$ cat src/rtl/pgb_ram.sv
module pgb_ram #(
  parameter int WIDTH = 8,
  parameter int DEPTH = 16
) (
  input  logic                     clk,
  input  logic                     we,
  input  logic [$clog2(DEPTH)-1:0] waddr,
  input  logic [WIDTH-1:0]         wdata,
  input  logic                     re,
  input  logic [$clog2(DEPTH)-1:0] raddr,
  output logic [WIDTH-1:0]         rdata
);

  logic [WIDTH-1:0] mem [DEPTH];

  always_ff @(posedge clk) begin
    if (we) begin
      mem[waddr] <= wdata;
    end
    if (re) begin
      rdata <= mem[raddr];
    end
  end

endmodule

$ cat config.mk
export PLATFORM = sky130hd
export DESIGN_NAME = pgb_ram
export DESIGN_NICKNAME = d
export VERILOG_FILES = /design/src/rtl/pgb_ram.sv
export SDC_FILE = /design/constraint.sdc
export NUM_CORES = 1
export LEC_CHECK = 0
export BUFFER_PORTS_ARGS = -buffer_cell sky130_fd_sc_hd__buf_2
export CORE_MARGIN = 4
export CORE_UTILIZATION = 57
export CTS_CLUSTER_DIAMETER = 100
export DETAILED_ROUTE_END_ITERATION = 10
export PLACE_DENSITY_LB_ADDON = 0.15
export REMOVE_ABC_BUFFERS = 1
export SKIP_CTS_REPAIR_TIMING = 1
export SYNTH_ARGS = -nofsm -noshare
export SYNTH_HDL_FRONTEND = slang
export SYNTH_SLANG_ARGS = --single-unit
export TNS_END_PERCENT = 20
$ cat constraint.sdc
create_clock -name clk -period 3.8 [get_ports clk]
set_input_delay 0.38 -clock clk [delete_from_list [all_inputs] [get_ports clk]]
set_output_delay 0.38 -clock clk [all_outputs]
set_load 0.02 [all_outputs]
==> Yosys cells after proc, flatten, opt, wreduce, memory -nomap -nowiden <==
Memory sizes are Yosys's and may differ from the RTL's. A register that Yosys moved wholly into a read port is not among the register bits.
Index checks and enable logic that the tools add are counted.
{ "totals": {"ramBits": 128, "wordCells": 3, "memories": 1, "output_inout_bits": 8, "inputBits": 19, "ff_bits": 0} }
{ "op_classes": {"muxes": 2} }
{ "memory_table": {"columns": ["memory", "words", "width", "rd", "rd_clocked_by_memory_dff", "wr", "line", "source"], "rows": [
  ["mem", 16, 8, 1, 1, 1, "14", "logic [WIDTH-1:0] mem [DEPTH];"]
]} }
{ "ops": {"columns": ["cell", "n"], "rows": [
  ["$mux 1", 2]
]} }

==> Depth between registers and ports, before layout <==
{ "logic_depth": {"depth_word": 2, "depth_mapped": 5, "ltp_nobuf": 3} }

==> Worst setup path before layout <==
Ideal clock, no wire load.
{ "synth_path": {"kind": "in2reg", "startpoint": "input waddr[2]", "endpoint": "memory mem[0][0] (enable)", "required_time_ps": 3417, "path_slack_ps": 1927, "setup_ps": 383, "arrival_ps": 1490, "cell_stages": 2, "path_cell_list": "or3b_2 -> nor3_1"} }
{ "synth_rtl": {"columns": ["element", "line", "source"], "rows": [
  ["start: declaration", "7", "input logic [$clog2(DEPTH)-1:0] waddr,"],
  ["end: declaration", "14", null]
]} }
No word-level cell before the write port.

==> summary.log <==
qor: pwr.power-per-cell-area 559 nW/um2
qor: layout.area_delta_synth_final 14.8%
qor: timing.timing_hold_violations_final 0
qor: cts.clockBufferDepth 2
qor: timing.finalSetupViolCount 0
qor: hold_path.hold_path_class in -> reg
qor: global_routing.grt_use_total 18.9%
qor: setup_path.timing.critical_path.from raddr[0]
qor: setup_path.timing.critical_path.required 4.04 ns
qor: timing.fin_tns_setup 0 ns
qor: global_routing.grt-ovfl-total 0
qor: cts.h-tree-depth 4
qor: setup_path.crit_fanout 23
qor: cts.cts.clk_slew.worst_paths 0.06 ns
qor: global_routing.maximum_number_of_pins_on_one_net_before_global_route_repair 33
qor: layout.multi_input_logic_area 1070 um2
qor: synthesis.syn_inst 229
qor: setup_path.reg2reg_setup_slack 2.28 ns
qor: setup_path.worst_path_max_delay_cell sky130_fd_sc_hd__buf_2
qor: timing.relative_slew_slack 33.4%
qor: pwr.leak_pwr 1.99 nW
qor: timing.setup_repair_after_global_routing_missed_its_margin no
qor: place.place.detailed.hpwl 5870 um
qor: setup_path.r2r-end rdata[4]
qor: synthesis.synth_sequential_area_ratio 78.1%
qor: floorplanning.die_h 104 um
qor: detailed_routing.remaining_drc_errors 0
qor: global_routing.initial_antenna_violation_count 1
qor: status.run_status finished, final reports clean
qor: synthesis.post_synth_num_cell_types 18
qor: place.portBuffers 26
qor: cts.cts_tree yes
qor: place.globalplace.congestion 0.724
qor: setup_path.worst_r2r_path_depth 3
qor: cts.cts_made_buffers 17
qor: floorplanning.core_area 8810 um2
qor: timing.final.period_utilization 49.0%
qor: pwr.post-layout-total-power 3.36 mW
qor: global_routing.grt_pass1_vias 2445
qor: detailed_routing.first_pass_iters 4
qor: layout.fillerInstances 555
qor: pwr.internal-power 2.68 mW
qor: floorplanning.ios 27
qor: synthesis.syn_avg_cell_area 22.8 um2
qor: floorplanning.die_width 104 um
qor: detailed_routing.wl 9460 um
qor: detailed_routing.routed-wl-met2 4540 um
qor: detailed_routing.route.detailed.wl_per_inst 24.3 um
qor: global_routing.grt_first_pass_wirelength 14600 um
qor: pwr.p_sw 679 uW
qor: setup_path.critical_path.endpoint_type flop
qor: detailed_routing.detail_route.wirelength.met1 4040 um
qor: timing.finClkSkew 0.00606 ns
qor: setup_path.critical_path_cell_list buf_2, buf_4, mux4_1, a22oi_1, nand2_1
qor: detailed_routing.top_signal_layer_used met5
qor: layout.final_core_utilization 68.1%
qor: floorplanning.placement_rows 34
qor: setup_path.critPathLaunchType primary input
qor: layout.post_route_cells_drive_above_1_share 28.1%
qor: timing.fmax 537 MHz
qor: timing.worstMarginPinSlew 0.996 ns
qor: timing.finalHoldWorstSlack 0.248 ns
qor: pwr.sequential_group_share_of_total_power 50.6%
qor: pwr.power.share.switching 20.2%
qor: cts.cts-root-buf sky130_fd_sc_hd__clkbuf_8
qor: setup_path.reg2reg_from mem[9][4]
qor: setup_path.setup.worst_path.end rdata[5]
qor: floorplanning.floorplan.die_area 10800 um2
qor: setup_path.arrival 2.10 ns
qor: cts.clkLatencyLatePin 0.50 ns
qor: synthesis.syn_area 5230 um2
qor: synthesis.synthesis.yosys.warnings 0
qor: setup_path.critical_path_class in -> reg
qor: layout.final-seq-area 4080 um2
qor: floorplanning.floorplan.initialDensity 59.4%
qor: job.max-cap-violations 0
qor: pwr.comb_power_share 4.5%
qor: setup_path.maximum_single_stage_delay_on_the_critical_path 0.56 ns
qor: detailed_routing.route.antenna.remaining_nets 0
qor: detailed_routing.via_count 2373
qor: layout.num_antenna_cells 0
qor: place.dp_cell_count 357
qor: detailed_routing.met3RoutedLength 676 um
qor: synthesis.ys_seq_elements 136
qor: timing.final_max_slew_viol_count 0
qor: detailed_routing.routed_via_density 6.10
qor: timing.final_period_minus_worst_setup_slack 1.86 ns
qor: pwr.max-vdd-ir-drop 0.404 mV
qor: pwr.share_clk_of_total_power 44.8%
qor: detailed_routing.iteration_0_drc_markers 139
qor: layout.nets 287
qor: cts.cts_sinks 136
qor: layout.post_layout_nonfiller_instances 389
==> cell type report <==
cell class                      instances  share of cell area (%)
Tap cell                              108                    2.25
Multi-Input combinational cell         83                    17.8
Sequential cell                       136                    68.1
Clock buffer                           19                    7.03
Clock inverter                         13                    2.19
Timing Repair Buffer                   30                    2.67
==> registers in the layout, summed over array words and instances, names as in the netlist <==
signal	flops
rdata	8
mem	128
==> metal layers <==
layer | global-route usage [%] | vias to the layer above
li1 | - | 1063
met1 | 27.0 | 1205
met2 | 27.3 | 87
met3 | 5.47 | 16
met4 | 8.93 | 2
met5 | 0 | -
==> layout by cell type, fill, tap and decap left out, types with 2 or more instances in the layout <==
cell	n
sky130_fd_sc_hd__a22oi_1	16
sky130_fd_sc_hd__mux4_1	14
sky130_fd_sc_hd__nand2b_1	2
sky130_fd_sc_hd__edfxtp_1	136
sky130_fd_sc_hd__nor2_1	13
sky130_fd_sc_hd__clkbuf_16	16
sky130_fd_sc_hd__buf_2	26
sky130_fd_sc_hd__clkinvlp_4	3
sky130_fd_sc_hd__clkinv_2	3
sky130_fd_sc_hd__mux4_2	18
sky130_fd_sc_hd__clkbuf_1	2
sky130_fd_sc_hd__clkinv_4	3
sky130_fd_sc_hd__nor3_2	2
sky130_fd_sc_hd__clkinv_1	2
sky130_fd_sc_hd__nor3_1	2
sky130_fd_sc_hd__buf_4	4
sky130_fd_sc_hd__bufinv_16	2
sky130_fd_sc_hd__nand2_1	9
sky130_fd_sc_hd__nand3b_1	2
==> stage by stage <==
stage	instance area (um2)	setup slack, ns
after floorplan	5140	1.93
after global placement	5450	1.40
after detailed placement	5450	1.37
after CTS	6000	1.92
after global routing	6000	1.73
final	6000	1.94
==> power by group through the flow <==
| stage | Sequential [mW] | Clock [mW] | Combinational, mW |
|---|---|---|---|
| after detailed placement | 1.73 | 0 | 0.154 |
| after global placement | 1.73 | 0 | 0.151 |
| after CTS | 1.70 | 1.53 | 0.155 |
| after floorplan | 1.74 | 0 | 0.0674 |
| final | 1.70 | 1.50 | 0.152 |
| after global routing | 1.70 | 1.59 | 0.167 |
==> worst max-delay path, delay by kind of cell <==
| kind | cells | cell delay (ns) |
|---|---|---|
| AND/OR/NAND/NOR | 1 | 0.09 |
| buffers and inverters | 2 | 0.87 |
| multiplexers | 1 | 0.56 |
| AO/OA/AOI/OAI | 1 | 0.19 |
==> cells in the mapped netlist <==
cell                              count  area (um2)
sky130_fd_sc_hd__mux4_2              18         405
sky130_fd_sc_hd__a22oi_1             16         120
sky130_fd_sc_hd__and2b_1              1        7.51
sky130_fd_sc_hd__nand3b_1             2        15.0
sky130_fd_sc_hd__clkdlybuf4s25_2      3        30.0
sky130_fd_sc_hd__nor2b_1              1        6.26
sky130_fd_sc_hd__nand2b_1             2        12.5
sky130_fd_sc_hd__nand3_1              1        5.00
sky130_fd_sc_hd__edfxtp_1           136        4080
sky130_fd_sc_hd__mux4_1              14         368
sky130_fd_sc_hd__buf_2                3        15.0
sky130_fd_sc_hd__nand2_1              9        33.8
sky130_fd_sc_hd__and2_1               1        6.26
sky130_fd_sc_hd__buf_6                3        33.8
sky130_fd_sc_hd__buf_4                1        7.51
sky130_fd_sc_hd__nor3_1               4        20.0
sky130_fd_sc_hd__or3b_2               1        8.76
sky130_fd_sc_hd__nor2_1              13        48.8
==> cells by family after synthesis <==
logic type      after synthesis  synth area share, %
simple gates                 35                 3.14
compound gates               16                 2.30
buf+inv                      10                 1.65
mux                          32                 14.8
flops                       136                 78.1
==> worst min path at each step <==
stage | start | end | slack (ns) | cells after the start
floorplan | wdata[0] | mem[0][0] | 0.48 | 0
global placement | mem[4][1] | rdata[1] | 0.73 | 3
detailed placement | mem[4][3] | rdata[3] | 0.74 | 3
global route | re | rdata[2] | 0.23 | 1
CTS | re | rdata[4] | 0.22 | 1
finish | re | rdata[6] | 0.25 | 1
No activity file was read; power rests on OpenSTA's default activity.
