===== config.mk =====
export PLATFORM = sky130hd
export DESIGN_NAME = pgb_queue
export DESIGN_NICKNAME = d
export VERILOG_FILES = /design/src/rtl/pgb_pkg.sv /design/src/rtl/pgb_queue.sv
export SDC_FILE = /design/constraint.sdc
export NUM_CORES = 1
export LEC_CHECK = 0
export CORE_UTILIZATION = 55
export CTS_CLUSTER_SIZE = 25
export DETAILED_ROUTE_END_ITERATION = 6
export DONT_BUFFER_PORTS = 1
export PLACE_DENSITY = 0.8
export SLEW_MARGIN = 40
export SYNTH_ARGS = -nofsm -noshare
export SYNTH_HDL_FRONTEND = slang
export SYNTH_SLANG_ARGS = --single-unit
export TNS_END_PERCENT = 50

===== constraint.sdc =====
create_clock -name clk -period 2.5 [get_ports clk]
set_input_delay 0.75 -clock clk [delete_from_list [all_inputs] [get_ports clk]]
set_output_delay 0.75 -clock clk [all_outputs]
set_load 0.05 [all_outputs]

===== src/rtl/pgb_pkg.sv =====
package pgb_pkg;

  // Printable character range held in the glyph store.
  localparam logic [7:0] FIRST_CODE = 8'h20;
  localparam logic [9:0] GLYPHS_PER_FONT = 10'd96;

  // Framebuffer geometry of one plane, in bytes.
  localparam logic [31:0] ROW_BYTES = 32'd80;
  localparam logic [31:0] PLANE_BYTES = 32'd38400;

  // Glyph store index width before it is fitted to the store depth.
  localparam int GIDX_W = 13;

  // Draw jobs waiting between the front and the back.
  localparam int QUEUE_DEPTH = 2;
  localparam int QPTR_W = (QUEUE_DEPTH > 1) ? $clog2(QUEUE_DEPTH) : 1;
  localparam int QCNT_W = $clog2(QUEUE_DEPTH + 1);

  localparam logic ACTION_LOAD = 1'b0;
  localparam logic ACTION_DRAW = 1'b1;

  typedef struct packed {
    logic       action;
    logic [2:0] font_select;
    logic [7:0] char_code;
    logic [2:0] glyph_row;
    logic [7:0] row_bits;
    logic [9:0] pos_x;
    logic [8:0] pos_y;
    logic [3:0] color;
  } cmd_t;

  typedef struct packed {
    logic [31:0] byte_address;
    logic [7:0]  pixel_mask;
    logic [7:0]  write_bits;
    logic        last;
  } result_t;

  typedef struct packed {
    logic [2:0] font;
    logic [6:0] glyph_off;
    logic [9:0] pos_x;
    logic [8:0] pos_y;
    logic [3:0] color;
  } job_t;

  typedef struct packed {
    logic q_full;
    logic q_empty;
    logic back_idle;
  } drain_t;

  // Byte index of one glyph row: eight rows per glyph, 96 glyphs per font.
  function automatic logic [GIDX_W-1:0] glyph_index(input logic [2:0] font,
                                                    input logic [6:0] off,
                                                    input logic [2:0] row);
    logic [9:0] num;
    num = 10'(font) * GLYPHS_PER_FONT + 10'(off);
    return {num, row};
  endfunction

endpackage


===== src/rtl/pgb_queue.sv =====
module pgb_queue (
  input  logic         clk,
  input  logic         rst,
  input  logic         push,
  input  pgb_pkg::job_t push_job,
  input  logic         pop,
  output pgb_pkg::job_t pop_job,
  output logic         full,
  output logic         empty
);

  import pgb_pkg::*;

  job_t              entry [QUEUE_DEPTH];
  logic [QPTR_W-1:0] wr_ptr;
  logic [QPTR_W-1:0] rd_ptr;
  logic [QCNT_W-1:0] count;

  function automatic logic [QPTR_W-1:0] bump(input logic [QPTR_W-1:0] ptr);
    return (ptr == QPTR_W'(QUEUE_DEPTH - 1)) ? '0 : ptr + QPTR_W'(1);
  endfunction

  assign full    = (count == QCNT_W'(QUEUE_DEPTH));
  assign empty   = (count == '0);
  assign pop_job = entry[rd_ptr];

  always_ff @(posedge clk) begin
    if (push) begin
      entry[wr_ptr] <= push_job;
    end
  end

  always_ff @(posedge clk) begin
    if (rst) begin
      wr_ptr <= '0;
      rd_ptr <= '0;
      count  <= '0;
    end else begin
      if (push) begin
        wr_ptr <= bump(wr_ptr);
      end
      if (pop) begin
        rd_ptr <= bump(rd_ptr);
      end
      if (push && !pop) begin
        count <= count + QCNT_W'(1);
      end else if (pop && !push) begin
        count <= count - QCNT_W'(1);
      end
    end
  end

endmodule


== Word level (Yosys, flattened, before mapping) ==
Memories as Yosys holds them, arrays and structs flattened. A register that Yosys moved wholly into a read port is not among the register bits.
Cells that the tools add are included.

* Add/subtract/negate cells: 4
* Equal/unequal tests: 1
* Multiplexer cells: 8
* Reduce and logical (&&, ||, !) cells: 6

{| class="wikitable"
|+ Operators by type and width
! operator !! count
|-
| $mux 1 || 6
|-
| $mux 2 || 2
|-
| $add 1x1->1 const B || 2
|-
| $add 2x1->2 const B || 1
|-
| $eq 2x2->1 const B || 1
|-
| $logic_and 1x1->1 || 2
|-
| $logic_not 1->1 || 2
|-
| $logic_not 2->1 || 1
|-
| $reduce_bool 2->1 || 1
|-
| $sub 2x1->2 const B || 1
|}

* Register bits after elaboration: 4
* RAM bits: 66
* Input bits: 37
* Logic and storage cells: 23
* Memories: 1

{| class="wikitable"
|+ Memories
! memory !! depth !! width !! read ports !! clocked after memory_dff !! write ports !! RTL line !! RTL
|-
| entry || 2 || 33 || 1 || 1 || 1 || pgb_queue.sv:14 || <nowiki>job_t entry [QUEUE_DEPTH];</nowiki>
|}

== Depth between registers and ports, before layout ==
* Depth in word-level cells: 4
* Gate-level depth with buffers: 5
* Gate-level depth less buffers: 5

== Worst setup path after synthesis ==
No wires, ideal clock.

* Path kind: input-to-reg
* Start: input port push
* End: memory entry[0][0] (netlist bit), enable pin
* Library setup time: 0.427 ns
* Arrival time: 2.240 ns
* Required time: 2.073 ns
* Path slack: -0.167 ns
* Cell stages on the path: 1
* Path buffers: 0
* Path through: nor2b_1

* Word-level cells in the longest chain between the ends: 2

{| class="wikitable"
|+ Ends and longest elaborated chain
! item !! RTL line !! RTL
|-
| start: declaration || pgb_queue.sv:4 || <nowiki>input logic push,</nowiki>
|-
| $mux 1 || pgb_queue.sv:28 || <nowiki>if (push) begin</nowiki>
|-
| $mux 1 (not written as such) || pgb_queue.sv:29 || <nowiki>entry[wr_ptr] <= push_job;</nowiki>
|-
| end: declaration || pgb_queue.sv:14 ||
|}

Every way passes these cells.

==> summary.txt <==
Mean routed wirelength per cell -> 20.6 µm
Count of unresolved DRC violations after routing -> 8
Classification of the worst setup path -> reg -> out
Count of nets after finishing -> 175
Clock Path Buffers -> 2
Min-delay worst type -> in -> reg
Critical-path cell with the highest stage delay -> mux2_2
Netlist area before placement -> 0.00258 mm²
Leakage power -> 0.000961 µW
Area leader, netlist -> edfxtp_1
Transition at the pin with the smallest max-transition slack -> 0.446 ns
Port Buffer Count -> 0
Post-CTS Resized -> 0
Starting density of the core -> 58.1%
Critical path capture point type -> primary output
Cell Chain, Critical Path -> buf_4, mux2_2
Maximum fanout count along the critical path -> 20
Weighted congestion reported at the end of routability-driven placement -> 0.643
Number of buffers added for setup after CTS -> 0
Setup repair after global routing missed its margin -> false
FILL cells -> 312
Number of placed I/O pins -> 72
Share of the clock period used by the worst path after layout -> 87.4%
Clock Sinks -> 71
Setup crit start kind -> flip-flop
Max Clk Rate -> 0.457 GHz
Overflow left after global routing -> 0
CTS tree -> done
Violated checks -> DRC
Per-cell via count in the routed design -> 5.67
Layout cell share with drive strength beyond 1 -> 37.3%
Number of instances in the synthesized netlist -> 125
Post-synth cell types -> 15
Instance count along the most critical hold path -> 1
Relative max-transition margin -> 70.3%
WP depth -> 2
Total die area -> 0.00497 mm²
CTS Buf Count -> 9
Hold violation count in the final report -> 0
Count of synthesis-stage warnings from yosys -> 0
Cell chosen for the clock root -> clkbuf_8
Flops & latches, synth -> 71
Antenna-violating nets left -> 0
Top-area cell type share of the netlist area -> 76.8%
Hold-fix buffers, CTS -> 0
Most instantiated cells after synthesis -> edfxtp_1 (66), mux2_2 (33), dfxtp_1 (5), nor2_1 (5), buf_2 (4)
Core outline area -> 0.00444 mm²
Number of DRC markers in iteration 0 -> 52
Number of global-route vias before repair -> 1170
Pre-CTS worst setup slack -> 0.656 ns
Total routing resource utilization after global routing -> 17.1%
Reg2Reg Setup Slack -> 1.21 ns
Placed wire-length estimate -> 2580 µm
Number of pins with negative max-slew slack in the final report -> 0
Die width -> 70.5 µm
Peak supply drop -> 0.000568 V
Htree depth -> 3
Top area cells in the synthesized netlist -> edfxtp_1 (77%), mux2_2 (14%), dfxtp_1 (3.9%), buf_2 (0.78%), nor2_1 (0.73%)
CP required -> 1.75 ns
Delay-heaviest family, CP -> multiplexers
Layout overhead on the synthesized area -> 10.5%
Count of vias placed by the detailed router -> 1100
Buffer and inverter count on the worst path -> 1
Least setup slack across all paths after layout -> 0.314 ns
Pin count of the biggest net entering global routing -> 34
Worst setup skew after layout -> 0.0113 ns
Clock transition at the register clock pins on the worst setup and hold paths after CTS -> 0.06 ns
Sum of routed wire length over all layers -> 4000 µm
Clock network latency to the later pin of the worst-skew pair -> 0.33 ns
Post-synth EDFFs -> 66
First-pass GRT wire length -> 5930 µm
Cell Rows -> 24
Number of maximum-capacitance constraint violations -> 0
Top_reg_cell synth -> edfxtp_1
Number of optimization iterations in the first detailed-route pass -> 6
Power Dens Cells -> 924 mW/mm²
Initial antenna violation count -> 0
CP peak stage delay -> 0.51 ns
Final count of negative-setup-slack endpoints -> 0
Syn_area_per_cell -> 20.6 µm²
Minimum clock period after layout -> 2.19 ns
Fraction of registers with async set/reset -> 0%
Most numerous cell in the Yosys netlist -> edfxtp_1
Number of nets produced by synthesis -> 163
Arrival time reported for the critical path endpoint -> 1.44 ns
Depth of the most critical reg-to-reg path -> 2
Final-layout setup total negative slack -> 0 ns
Count of inserted antenna diode cells -> 0
Sequential element share of the synthesized area -> 80.7%
Run status -> finished, violations left
Y dimension of the die -> 70.5 µm
[metrics by stage]
stage	power [µW]	hold slack (ns)	util, %	cells	area, µm²
CTS	2660	0.469	64.2	194	2850
floorplan	1800	0.461	-	125	2580
detailed placement	1850	0.515	60.1	178	2670
finish	2640	0.486	64.2	194	2850
global placement	1830	0.471	60.1	178	2670
global route	2710	0.475	64.2	194	2850
[metal layers]
layer	wire length, µm	track usage, %	up-vias
met4	91	12.5	0
met1	1420	17.4	537
met2	2150	28.6	49
met3	337	6.93	10
li1	-	-	504
met5	0	0	-
[report_power, final]
part / internal [µW] / switching [µW] / leakage (µW)
clock network: 442 / 377 / 0.0000937
registers: 1380 / 22.7 / 0.000661
logic: 90.7 / 322 / 0.000206
[path summary, 6_finish.rpt]
kind | startpoint | end
hold / removal | rst | rd_ptr
hold reg to reg | count[1] | count[1]
setup / recovery | flip-flop | pop_job[11]
setup reg to reg | wr_ptr | entry[1][32]
[cells in the final DEF, fill, tap and decap left out]
cell type	instances
ha_1	1
or3_1	1
nor2b_4	1
clkbuf_8	12
clkbuf_1	3
buf_4	5
dfxtp_1	5
xnor2_1	2
a21oi_1	1
and2_1	1
clkinv_2	1
o21ai_0	1
inv_1	1
nor2_1	5
edfxtp_1	66
xor2_1	2
and2b_2	1
mux2_2	33
[area by class of cell]
cell class                 instances  area (µm²)  share of cell area [%]
clock buffer                      15         176                    6.18
multi-input combinational         49         483                    16.9
inverter                           1        3.75                   0.132
timing repair buffer               5        37.5                    1.32
clock inverter                     1        5.00                   0.175
sequential                        71        2080                    73.0
tap                               52        65.1                    2.28
[worst reg2reg max path, cell delays in order (launching register included)]
cell and delay [ns]:
dfxtp_1 0.40, and2_1 0.15, buf_4 0.38
[state kept, by name (all words and copies together) (netlist names), named ones only]
signal / count
rd_ptr: 1
wr_ptr: 1
count: 2
entry: 66
[cells by family (layout without fill, tap and decap cells)]
family          count (synthesis)  count (layout)  synth area share, %
flops                          71              71                 80.7
mux                            33              33                 14.4
simple gates                    9               9                 1.79
buf+inv                         5              22                0.921
xor+xnor                        4               4                 1.36
compound gates                  2               2                0.387
fa+ha+maj                       1               1                0.485
No activity file was read; power rests on OpenSTA's default activity.
