<file path="src/rtl/pgb_pkg.sv">
package pgb_pkg;

  // Printable character range held in the glyph store.
  localparam logic [7:0] FIRST_CODE = 8'h20;
  localparam logic [9:0] GLYPHS_PER_FONT = 10'd96;

  // Framebuffer geometry of one plane, in bytes.
  localparam logic [31:0] ROW_BYTES = 32'd80;
  localparam logic [31:0] PLANE_BYTES = 32'd38400;

  // Glyph store index width before it is fitted to the store depth.
  localparam int GIDX_W = 13;

  // Draw jobs waiting between the front and the back.
  localparam int QUEUE_DEPTH = 2;
  localparam int QPTR_W = (QUEUE_DEPTH > 1) ? $clog2(QUEUE_DEPTH) : 1;
  localparam int QCNT_W = $clog2(QUEUE_DEPTH + 1);

  localparam logic ACTION_LOAD = 1'b0;
  localparam logic ACTION_DRAW = 1'b1;

  typedef struct packed {
    logic       action;
    logic [2:0] font_select;
    logic [7:0] char_code;
    logic [2:0] glyph_row;
    logic [7:0] row_bits;
    logic [9:0] pos_x;
    logic [8:0] pos_y;
    logic [3:0] color;
  } cmd_t;

  typedef struct packed {
    logic [31:0] byte_address;
    logic [7:0]  pixel_mask;
    logic [7:0]  write_bits;
    logic        last;
  } result_t;

  typedef struct packed {
    logic [2:0] font;
    logic [6:0] glyph_off;
    logic [9:0] pos_x;
    logic [8:0] pos_y;
    logic [3:0] color;
  } job_t;

  typedef struct packed {
    logic q_full;
    logic q_empty;
    logic back_idle;
  } drain_t;

  // Byte index of one glyph row: eight rows per glyph, 96 glyphs per font.
  function automatic logic [GIDX_W-1:0] glyph_index(input logic [2:0] font,
                                                    input logic [6:0] off,
                                                    input logic [2:0] row);
    logic [9:0] num;
    num = 10'(font) * GLYPHS_PER_FONT + 10'(off);
    return {num, row};
  endfunction

endpackage

</file>
<file path="src/rtl/pgb_front.sv">
module pgb_front #(
  parameter int FONT_COUNT = 8,
  parameter int AW = 13
) (
  input  logic            clk,
  input  logic            rst,
  input  logic            start,
  input  pgb_pkg::cmd_t   cmd,
  input  pgb_pkg::drain_t drain,
  output logic            busy,
  output logic            push,
  output pgb_pkg::job_t   push_job,
  output logic            ram_we,
  output logic [AW-1:0]   ram_waddr,
  output logic [7:0]      ram_wdata
);

  import pgb_pkg::*;

  localparam logic [4:0] FONTS = 5'(FONT_COUNT);

  logic          accept;
  logic          code_ok;
  logic          font_ok;
  logic          take_load;
  logic          drain_ok;
  logic          ld_valid;
  logic [AW-1:0] ld_addr;
  logic [7:0]    ld_data;
  logic [AW-1:0] in_addr;

  assign busy      = ld_valid || drain.q_full;
  assign accept    = start && !busy;
  // Printable means bit 7 clear and not in the control range below 0x20.
  assign code_ok   = !cmd.char_code[7] && (cmd.char_code[6:5] != 2'b00);
  assign font_ok   = 5'(cmd.font_select) < FONTS;
  assign take_load = accept && (cmd.action == ACTION_LOAD) && code_ok && font_ok;
  // The store may change only when no draw can still read it.
  assign drain_ok  = drain.q_empty && drain.back_idle;
  assign in_addr   = AW'(glyph_index(cmd.font_select, 7'(cmd.char_code - FIRST_CODE),
                                     cmd.glyph_row));

  assign push               = accept && (cmd.action == ACTION_DRAW) && code_ok;
  assign push_job.font      = font_ok ? cmd.font_select : 3'd0;
  assign push_job.glyph_off = 7'(cmd.char_code - FIRST_CODE);
  assign push_job.pos_x     = cmd.pos_x;
  assign push_job.pos_y     = cmd.pos_y;
  assign push_job.color     = cmd.color;

  always_comb begin
    if (ld_valid) begin
      ram_we    = drain_ok;
      ram_waddr = ld_addr;
      ram_wdata = ld_data;
    end else begin
      ram_we    = take_load && drain_ok;
      ram_waddr = in_addr;
      ram_wdata = cmd.row_bits;
    end
  end

  always_ff @(posedge clk) begin
    if (take_load && !drain_ok) begin
      ld_addr <= in_addr;
      ld_data <= cmd.row_bits;
    end
  end

  always_ff @(posedge clk) begin
    if (rst) begin
      ld_valid <= 1'b0;
    end else if (ld_valid) begin
      ld_valid <= !drain_ok;
    end else begin
      ld_valid <= take_load && !drain_ok;
    end
  end

endmodule

</file>
<file path="config.mk">
export PLATFORM = sky130hd
export DESIGN_NAME = pgb_front
export DESIGN_NICKNAME = d
export VERILOG_FILES = /design/src/rtl/pgb_pkg.sv /design/src/rtl/pgb_front.sv
export SDC_FILE = /design/constraint.sdc
export NUM_CORES = 1
export LEC_CHECK = 0
export ABC_CLOCK_PERIOD_IN_PS = 1700
export BUFFER_PORTS_ARGS = -buffer_cell sky130_fd_sc_hd__buf_2
export CAP_MARGIN = 20
export CORE_MARGIN = 2
export CORE_UTILIZATION = 36
export DETAILED_ROUTE_END_ITERATION = 8
export PLACE_DENSITY = 0.77
export SKIP_LAST_GASP = 1
export SYNTH_ARGS = -nofsm -noshare
export SYNTH_HDL_FRONTEND = slang
export SYNTH_SLANG_ARGS = --single-unit
</file>
<file path="constraint.sdc">
create_clock -name clk -period 1.7 [get_ports clk]
set_clock_uncertainty 0.15 [all_clocks]
set_input_delay 0.17 -clock clk [delete_from_list [all_inputs] [get_ports clk]]
set_output_delay 0.17 -clock clk [all_outputs]
set_load 0.02 [all_outputs]
</file>
; ---- After elaboration in Yosys (flattened, before gate mapping)
; Index checks and enable logic that the tools add are counted.
; W data, S select, Z words.
[totals]
reg_bits = 22
latch_bits = 0
ramBits = 0
rom_bits = 0
wordCells = 25
memories = 0
[classes]
addsub = 2
n_mul = 1
n_div = 0
n_lt_le_gt_ge = 0
n_eq_ne = 0
shifts = 0
mux = 4
bitwise_logic = 1
reduce_logical = 14
[ops]
columns = op, count
row1 = $mux W13, 1
row2 = $add A10 B7 Y10, 1
row3 = $logic_and A1 B1 Y1, 9
row4 = $mux W8, 1
row5 = $sub A7 B6 Y7 const B, 1
row6 = $mul A3 B2 Y5 const B, 1
row7 = $logic_not A1 Y1, 3
row8 = $mux W1, 2
row9 = $reduce_bool A2 Y1, 1
row10 = $logic_or A1 B1 Y1, 1
row11 = $not A1 Y1, 1

; ---- Longest topological paths before layout
; Gate-level depths: netlist of the first run.
[depth]
ltp_word = 7
ltp_mapped = 7

; ---- Least setup slack after synthesis of the first run
; Ideal clock, no wire load.
[synth_path]
path_kind = input port to output port
from = input cmd[39] (netlist bit)
to = output ram_waddr[12]
arrival_ns = 1.958
path_slack_ns = -0.578
stages = 5
cell_sequence = inv_1 ha_1 fa_1 o31a_1 o31ai_1
[synth_via]
elab_chain_cells = 3
[synth_rtl]
columns = item, line_no
row1 = start: declaration, pgb_front.sv:8  ; input pgb_pkg::cmd_t cmd,
row2 = $sub A7 B6 Y7, pgb_front.sv:40  ; assign in_addr = AW'(glyph_index(cmd.font_select, 7'(cmd.char_code - FIRST_CODE),
row3 = $add A10 B7 Y10, pgb_pkg.sv:59  ; num = 10'(font) * GLYPHS_PER_FONT + 10'(off);
row4 = $mux W13, pgb_front.sv:51  ; if (ld_valid) begin
row5 = end: declaration, pgb_front.sv:14  ; output logic [AW-1:0] ram_waddr,
; Every way passes these cells.

; ---- Final worst setup path of the first run
[layout_path]
from = input cmd[43] (netlist bit)
to = output ram_waddr[11]
[layout_via]
elab_chain_cells = 3
[layout_rtl]
columns = item, line_no
row1 = $mul A3 B2 Y5, pgb_pkg.sv:59
row2 = $add A10 B7 Y10, pgb_pkg.sv:59
row3 = $mux W13, pgb_front.sv:51
; Every way passes these cells.

==> flow_summary.yaml, run 1 <==
synth:
  synthAdderAreaFrac: 0.0810
  synth_common_cells: "buf_4, edfxtp_1, mux2_2"
  synth_compound_area_frac: 0.0361
  synth_cell_types: 22
  yosysWarnings: 0
  synth-main-ff-cell: "edfxtp_1"
  async_reset_ff_frac: 0
  yosysMostFrequentCell: "buf_4"
  syn_nets: 178
  ys_ff_latch: 22
  synth_top_cell_area_share: 0.444
  syn_avg_cell_area_um2: 12.0
  synth_xor_area_frac: 0.0246
  syn-cell-area_um2: 1420
  synth_edf_count: 21
  synth_simple_gate_area_share: 0.0502
  synth.area.mux_share: 0.151
  synth.yosys.seq_area_share: 0.458
  synth_top_family_by_area: "buffers and inverters"
  synth_cells: 118
  yosysTopAreaCell: "edfxtp_1"
  synth_area_leaders: "edfxtp_1, buf_4, mux2_2"
layout:
  antenna_cells: 0
  fin_nets: 250
  stdcell_count: 237
  postLayoutCellArea_um2: 2130
  syn_to_final_growth_pct: 49.8
  fillerInstances: 316
  drive_above_1_share: 0.661
timing:
  timing.final.crit_share: 1.20
  setup_viol: 4
  relSlewSlack: 0.830
  fin_hold_ws_ns: 0.190
  report.final.slew_viol_count: 0
  layout_min_cycle_time_ns: 2.04
  finalHoldViolCount: 0
  fmax_ghz: 0.490
  rsz0062_at_grt: "true"
  worst_pin_slew_ns: 0.256
  finalSetupTns_ns: -1.12
  setup_slack_ns: -0.342
power:
  peakVddDrop_mv: 0.318
  powerDensity_nw_per_um2: 678
  leakage_nw: 0.923
run_status:
  violations: "setup timing"
  status: "finished, violations left"
worst_setup_path:
  crit_family: "adder cells"
  worstPathArrival_ns: 1.72
  slowest_delay_ns: 0.55
  critPathCaptureType: "output pin"
  crit_fanout: 4
  timing.setup.critical_path_class: "in2out"
  critPathBufInv: 3
  r2r.worst_path.cells: 3
  cp-start-kind: "input port"
  crit_chain: "buf_8 -> ha_4 -> inv_2 -> fa_2 -> or4_4 -> o211ai_2 -> buf_6"
  cpMaxStageDelayCell: "or4_4"
  cp.depth: 7
  cp_data_required_time_ns: 1.38
global_routing:
  busiest_layer: "met2"
  grt_overflow: 0
  grt_pass1_vias: 1108
  grt_pass1_wl_um: 4970
  grt_max_degree: 13
  antenna_found_initial: 0
  grtUsageMet1: 0.154
  track_usage: 0.148
  gr-usage-met2: 0.273
  met3_usage: 0.0389
routing:
  postRouteAntennaNets: 0
  vias: 1063
  drt_iter0_drc: 54
  vias_per_cell: 4.49
  wirelength_um: 3230
  drc: 0
  firstDrtPassIters: 4
  post_drt_wl_per_cell_um: 13.6
floorplan:
  ios: 109
  dieArea_um2: 4470
  core-area_um2: 3720
  initial_core_util: 0.382
  die_y_um: 66.8
  row_count: 22
  dieWidth_um: 66.8
clock_tree:
  clk_path_buf_depth: 2
  cts_tree: "done"
  cts_buffers: 3
  cts_htree_levels: 1
  clk_latency_ns: 0.25
  cts_sinks: 22
  cts_root_buf: "clkbuf_8"
place:
  port_buffers: 62
  dp_hpwl_um: 2160
  dpl.cell_count: 210
  place_area_um2: 1740
  gp_congestion: 0.736
  preCtsSetupSlack_ns: -0.487
hold_path:
  hold_path_depth: 0
  hold_class: "in2out"
job:
  maxCapViolCount: 0
==> power breakdown <==
part	switching [mW]	internal [mW]	leakage, nW
logic	0.241	0.272	0.701
clock network	0.160	0.161	0.0231
registers	0.00295	0.606	0.199
total	0.404	1.04	0.923
==> final cells by class <==
class	instances	area, µm²	share of cell area
timing repair buffer	100	724	0.340
multi-input combinational	52	598	0.281
sequential	22	654	0.307
clock inverter	1	3.75	0.00176
inverter	11	47.5	0.0223
clock buffer	3	41.3	0.0194
tap	48	60.1	0.0282
==> state kept, by name, indices dropped and copies added, names as in the netlist <==
signal / flops
ld_addr: 13
ld_valid: 1
ld_data: 8
==> final timing paths <==
check,endpoint,slack (ns),from
worst min register to register,ld_data[4],0.84,ld_valid
worst max-delay path,ram_waddr[11],-0.34,cmd[43]
worst max register to register,ld_valid,0.27,ld_valid
worst min-delay path,push_job[11],0.19,cmd[11]
==> worst register-to-register path: cells and delay by family (launching register included) <==
kind                   cells  cell delay (ns)
AOI/OAI and AO/OA          2             0.24
buffers and inverters      1             0.57
DFF                        1             0.41
==> metal layers <==
metal	vias up	wire length, µm
met5	-	0
met4	0	91
met3	17	281
met2	57	1630
met1	470	1230
li1	519	-
==> kinds of logic after synthesis <==
family                     Yosys count
DFF                                 22
muxes                               19
buffers and inverters               44
AOI/OAI and AO/OA                    7
adders and majority gates            8
and+or+nand+nor                     14
xor gates and xnor gates             4
==> cell usage in the layout, fill, tap and decap left out, types with 2 or more instances in the layout <==
cell type	synthesis	layout
buf_2	2	55
edfxtp_1	21	21
dlygate4sd3_1	0	18
mux2_2	19	17
buf_4	31	15
buf_6	0	9
inv_1	11	7
nor2_1	5	5
nand2_1	4	4
ha_4	0	3
clkbuf_8	0	3
inv_2	0	2
xor2_2	0	2
mux2_4	0	2
a21oi_1	3	2
fa_2	0	2
ha_1	6	2
buf_12	0	2
==> what timing repair did <==
action                                  CTS  global route
endpoints found under the setup margin   20            19
buffers inserted                          2             3
hold endpoints to repair                 17             0
resized for setup                        21            12
hold buffers                             18             0
pin swaps                                 8             7
==> metrics by stage <==
stage	power (mW)	util
global route	1.53	0.573
floorplan	0.949	-
global placement	1.01	0.467
CTS	1.43	0.554
detailed placement	1.02	0.467
finish	1.44	0.573
No activity file was read; power rests on OpenSTA's default activity.
==> run 2, diff against run 1 <==
--- a/config.mk
+++ b/config.mk
@@ -11,7 +11,7 @@
 export CORE_MARGIN = 2
 export CORE_UTILIZATION = 36
 export DETAILED_ROUTE_END_ITERATION = 8
-export PLACE_DENSITY = 0.77
+export PLACE_DENSITY = 0.8
 export SKIP_LAST_GASP = 1
 export SYNTH_ARGS = -nofsm -noshare
 export SYNTH_HDL_FRONTEND = slang
==> run 2 against run 1 <==
- the flow still finishes with violations (setup timing)
- power decreased by 0.20%
- clock power about the same
- flip-flop and latch count unchanged
- non-clock buffer count decreased by 3
- largest cell class unchanged
==> flow_summary.yaml, run 2 (same netlist as run 1, synthesis figures left out) <==
place:
  preCtsSetupSlack_ns: -0.463
  port_buffers: 62
  gp_congestion: 0.692
  dpl.cell_count: 209
  dp_hpwl_um: 2200
layout:
  fin_nets: 247
  largestRegisters: "ld_addr x13, ld_data x8, ld_valid x1"
  largest_reg_flops: 13
  top_register: "ld_addr"
  stdcell_count: 234
  antenna_cells: 0
  final_util: 0.559
  drive_above_1_share: 0.651
  syn_to_final_growth_pct: 46.2
  final_common_cell: "buf_2"
  final_cell_mix: "buf_2, edfxtp_1, dlygate4sd3_1"
global_routing:
  grt_pass1_wl_um: 4870
  grt_overflow: 0
  grt_max_degree: 22
  track_usage: 0.142
  grt_pass1_vias: 1069
  antenna_found_initial: 0
clock_tree:
  cts_tree: "done"
  cts_buffers: 3
  cts_sinks: 22
  clkTransAtPathRegs_ns: 0.08
  cts_root_buf: "clkbuf_8"
  cts_htree_levels: 1
  clk_path_buf_depth: 2
  clk_latency_ns: 0.26
floorplan:
  ios: 109
  initial_core_util: 0.382
  row_count: 22
  dieArea_um2: 4470
  dieWidth_um: 66.8
  die_y_um: 66.8
  core-area_um2: 3720
routing:
  post_drt_wl_per_cell_um: 14.3
  wl_met2_um: 1780
  wirelength_um: 3350
  drc: 0
  highest_layer: "met4"
  firstDrtPassIters: 3
  vias: 1060
  vias_per_cell: 4.53
  wl_met1_um: 1210
  postRouteAntennaNets: 0
  drt_iter0_drc: 24
  wl_met3_um: 318
timing:
  fmax_ghz: 0.488
  layout_min_cycle_time_ns: 2.05
  report.final.slew_viol_count: 0
  timing.final.crit_share: 1.20
  worst_pin_slew_ns: 0.250
  relSlewSlack: 0.833
  fin_hold_ws_ns: 0.180
  finalHoldViolCount: 0
  setup_slack_ns: -0.348
  setup_viol: 21
  rsz0062_at_grt: "true"
worst_setup_path:
  slowest_delay_ns: 0.55
  crit_fanout: 4
  timing.setup.critical_path_class: "in2out"
  cpMaxStageDelayCell: "or4_4"
  cp_data_required_time_ns: 1.38
  cp-start-kind: "input port"
  critPathCaptureType: "output pin"
  worstPathArrival_ns: 1.73
  crit_chain: "buf_8 -> ha_4 -> inv_2 -> fa_2 -> or4_4 -> o211ai_2 -> buf_6"
job:
  maxCapViolCount: 0
power:
  leakage_nw: 0.897
  peakVddDrop_mv: 0.345
  powerDensity_nw_per_um2: 693
  totalPowerFinal_mw: 1.44
run_status:
  violations: "setup timing"
  status: "finished, violations left"
hold_path:
  hold_class: "in2reg"
[run 2: routing by layer]
layer / GRT usage / vias up
li1: - / 511
met1: 0.131 / 491
met2: 0.293 / 48
met3: 0.0524 / 10
met4: 0.0255 / 0
met5: 0 / -
[run 2: final cells by class]
type / instances / area, µm²
clock buffers: 3 / 41.3
clock inverters: 1 / 3.75
fillers: 324 / 1640
inverters: 11 / 47.5
multi-input cells: 52 / 593
flip-flops and latches: 22 / 651
well taps: 48 / 60.1
repair buffers: 97 / 682
[run 2: stage by stage]
step | cell area (µm²) | TNS (ns)
2_1_floorplan | 1470 | -0.715
3_3_place_gp | 1720 | -3.91
3_5_place_dp | 1720 | -3.87
4_1_cts | 2020 | -3.30
5_1_grt | 2080 | -4.09
6_report | 2080 | -2.70
[run 2: worst max-delay path, delay by kind of cell]
family	cells	cell delay, ns
compound gates	1	0.09
fa+ha+maj	2	0.62
buf+inv	3	0.30
simple gates	1	0.55
[run 2: timing repair]
action	CTS	global route
hold buffers	18	0
resized for setup	16	14
endpoints found under the hold margin	17	0
pin swaps	8	6
endpoints found under the setup margin	21	24
setup buffers	2	1
[run 2: power by group]
group / internal [mW] / switching [mW] / leakage [nW] / total, mW
Combinational: 0.266 / 0.242 / 0.676 / 0.508
Sequential: 0.607 / 0.00242 / 0.198 / 0.610
Clock: 0.161 / 0.162 / 0.0231 / 0.323
[run 2: final timing paths]
| kind | endpoint | cells after the start | slack [ns] | start |
|---|---|---|---|---|
| setup / recovery | ram_waddr[11] | 7 | -0.35 | cmd[43] |
| hold / removal | ld_addr[8] | 3 | 0.18 | cmd[42] |
| setup reg to reg | ld_valid | 3 | 0.21 | ld_valid |
| hold reg to reg | ld_addr[10] | 3 | 0.93 | ld_valid |
==> run 3, diff against run 2 <==
--- a/config.mk
+++ b/config.mk
@@ -5,12 +5,12 @@
 export SDC_FILE = /design/constraint.sdc
 export NUM_CORES = 1
 export LEC_CHECK = 0
-export ABC_CLOCK_PERIOD_IN_PS = 1700
 export BUFFER_PORTS_ARGS = -buffer_cell sky130_fd_sc_hd__buf_2
 export CAP_MARGIN = 20
 export CORE_MARGIN = 2
 export CORE_UTILIZATION = 36
 export DETAILED_ROUTE_END_ITERATION = 8
+export MAX_ROUTING_LAYER = met4
 export PLACE_DENSITY = 0.8
 export SKIP_LAST_GASP = 1
 export SYNTH_ARGS = -nofsm -noshare
==> run 3 against run 2 <==
- the run still ends with setup timing left
- sequential power hardly changed
- count of clock-buffer cells in the layout stayed put
- clock power barely moved
- worst hold slack about the same
- cell count did not move
- non-clock buffer count stayed put
- largest power group unchanged
==> flow_summary.yaml, run 3 (same netlist as run 1, synthesis figures left out) <==
place:
  dpl.cell_count: 209
  port_buffers: 62
  dp_hpwl_um: 2200
  preCtsSetupSlack_ns: -0.463
  gp_congestion: 0.699
global_routing:
  antenna_found_initial: 0
  grt_overflow: 0
  grt_pass1_vias: 1069
  grt_pass1_wl_um: 4870
  gr-usage-met2: 0.293
  busiest_layer: "met2"
  met3_usage: 0.0490
  grtUsageMet1: 0.133
  track_usage: 0.146
  grt_max_degree: 22
clock_tree:
  cts_tree: "done"
  cts_sinks: 22
  cts_htree_levels: 1
  clk_latency_ns: 0.26
  clkTransAtPathRegs_ns: 0.08
  clk_path_buf_depth: 2
  cts_buffers: 3
  cts_root_buf: "clkbuf_8"
routing:
  post_drt_wl_per_cell_um: 14.3
  firstDrtPassIters: 3
  wirelength_um: 3350
  postRouteAntennaNets: 0
  vias_per_cell: 4.53
  drc: 0
  vias: 1060
  drt_iter0_drc: 22
power:
  peakVddDrop_mv: 0.345
  powerDensity_nw_per_um2: 693
  leakage_nw: 0.897
  totalPowerFinal_mw: 1.44
layout:
  final_cell_mix: "buf_2, edfxtp_1, dlygate4sd3_1"
  final_common_cell: "buf_2"
  largest_reg_flops: 13
  fillerInstances: 324
  antenna_cells: 0
  drive_above_1_share: 0.651
  syn_to_final_growth_pct: 46.2
  largestRegisters: "ld_addr x13, ld_data x8, ld_valid x1"
  stdcell_count: 234
  fin_nets: 247
  top_register: "ld_addr"
run_status:
  violations: "setup timing"
  status: "finished, violations left"
timing:
  layout_min_cycle_time_ns: 2.05
  relSlewSlack: 0.833
  finalHoldViolCount: 0
  setup_viol: 21
  setup_slack_ns: -0.348
  fmax_ghz: 0.488
  timing.final.crit_share: 1.20
  worst_pin_slew_ns: 0.250
  rsz0062_at_grt: "true"
  report.final.slew_viol_count: 0
  fin_hold_ws_ns: 0.180
floorplan:
  dieArea_um2: 4470
  initial_core_util: 0.382
  dieWidth_um: 66.8
  ios: 109
  die_y_um: 66.8
  row_count: 22
  core-area_um2: 3720
worst_setup_path:
  cp-start-kind: "input port"
  r2r.worst_path.cells: 3
  cp_data_required_time_ns: 1.38
  worstPathArrival_ns: 1.73
  crit_fanout: 4
  critPathCaptureType: "output pin"
  timing.setup.critical_path_class: "in2out"
hold_path:
  hold_class: "in2reg"
  hold_path_depth: 3
job:
  maxCapViolCount: 0
[run 3: cell counts in the layout (fill, tap and decap cells not counted)]
No cell type changed its count.
[run 3: final cells by class]
| type | count | area, µm² | share of cell area |
|---|---|---|---|
| repair buffers | 97 | 682 | 0.328 |
| flip-flops and latches | 22 | 651 | 0.313 |
| multi-input cells | 52 | 593 | 0.285 |
| well taps | 48 | 60.1 | 0.0289 |
| inverters | 11 | 47.5 | 0.0229 |
| clock buffers | 3 | 41.3 | 0.0199 |
| clock inverters | 1 | 3.75 | 0.00181 |
[run 3: metrics by stage]
| step | TNS (ns) | instance area [µm²] | util |
|---|---|---|---|
| finish | -2.71 | 2080 | 0.559 |
| global route | -4.09 | 2080 | 0.559 |
| CTS | -3.30 | 2020 | 0.543 |
| detailed placement | -3.87 | 1720 | 0.462 |
| global placement | -3.91 | 1720 | 0.462 |
| floorplan | -0.715 | 1470 | - |
[run 3: power breakdown]
| part | switching [mW] | internal, mW |
|---|---|---|
| registers | 0.00242 | 0.607 |
| logic | 0.242 | 0.266 |
| clock network | 0.162 | 0.161 |
[run 3: path summary, 6_finish.rpt]
kind,startpoint,end,slack [ns]
setup / recovery,cmd[43],ram_waddr[11],-0.35
setup reg to reg,ld_valid,ld_valid,0.21
hold reg to reg,ld_valid,ld_addr[10],0.93
hold / removal,cmd[42],ld_addr[8],0.18
[run 3: timing repair]
action / 4_1_cts / 5_1_grt
pin swaps: 8 / 6
gates resized for setup: 16 / 14
setup endpoints to repair: 21 / 24
buffers inserted: 2 / 1
hold endpoints to repair: 17 / 0
cloned: 0 / 0
hold buffers: 18 / 0
[run 3: per-layer routing]
metal / up-vias / wire [µm]
met4: 0 / 45
met1: 491 / 1230
met2: 48 / 1780
met3: 10 / 303
met5: - / 0
li1: 511 / -
[run 3: worst max-delay path: stages]
cell and delay (ns):
buf_8 0.10, ha_4 0.16, inv_2 0.05, fa_2 0.46, or4_4 0.55, o211ai_2 0.09
buf_6 0.15
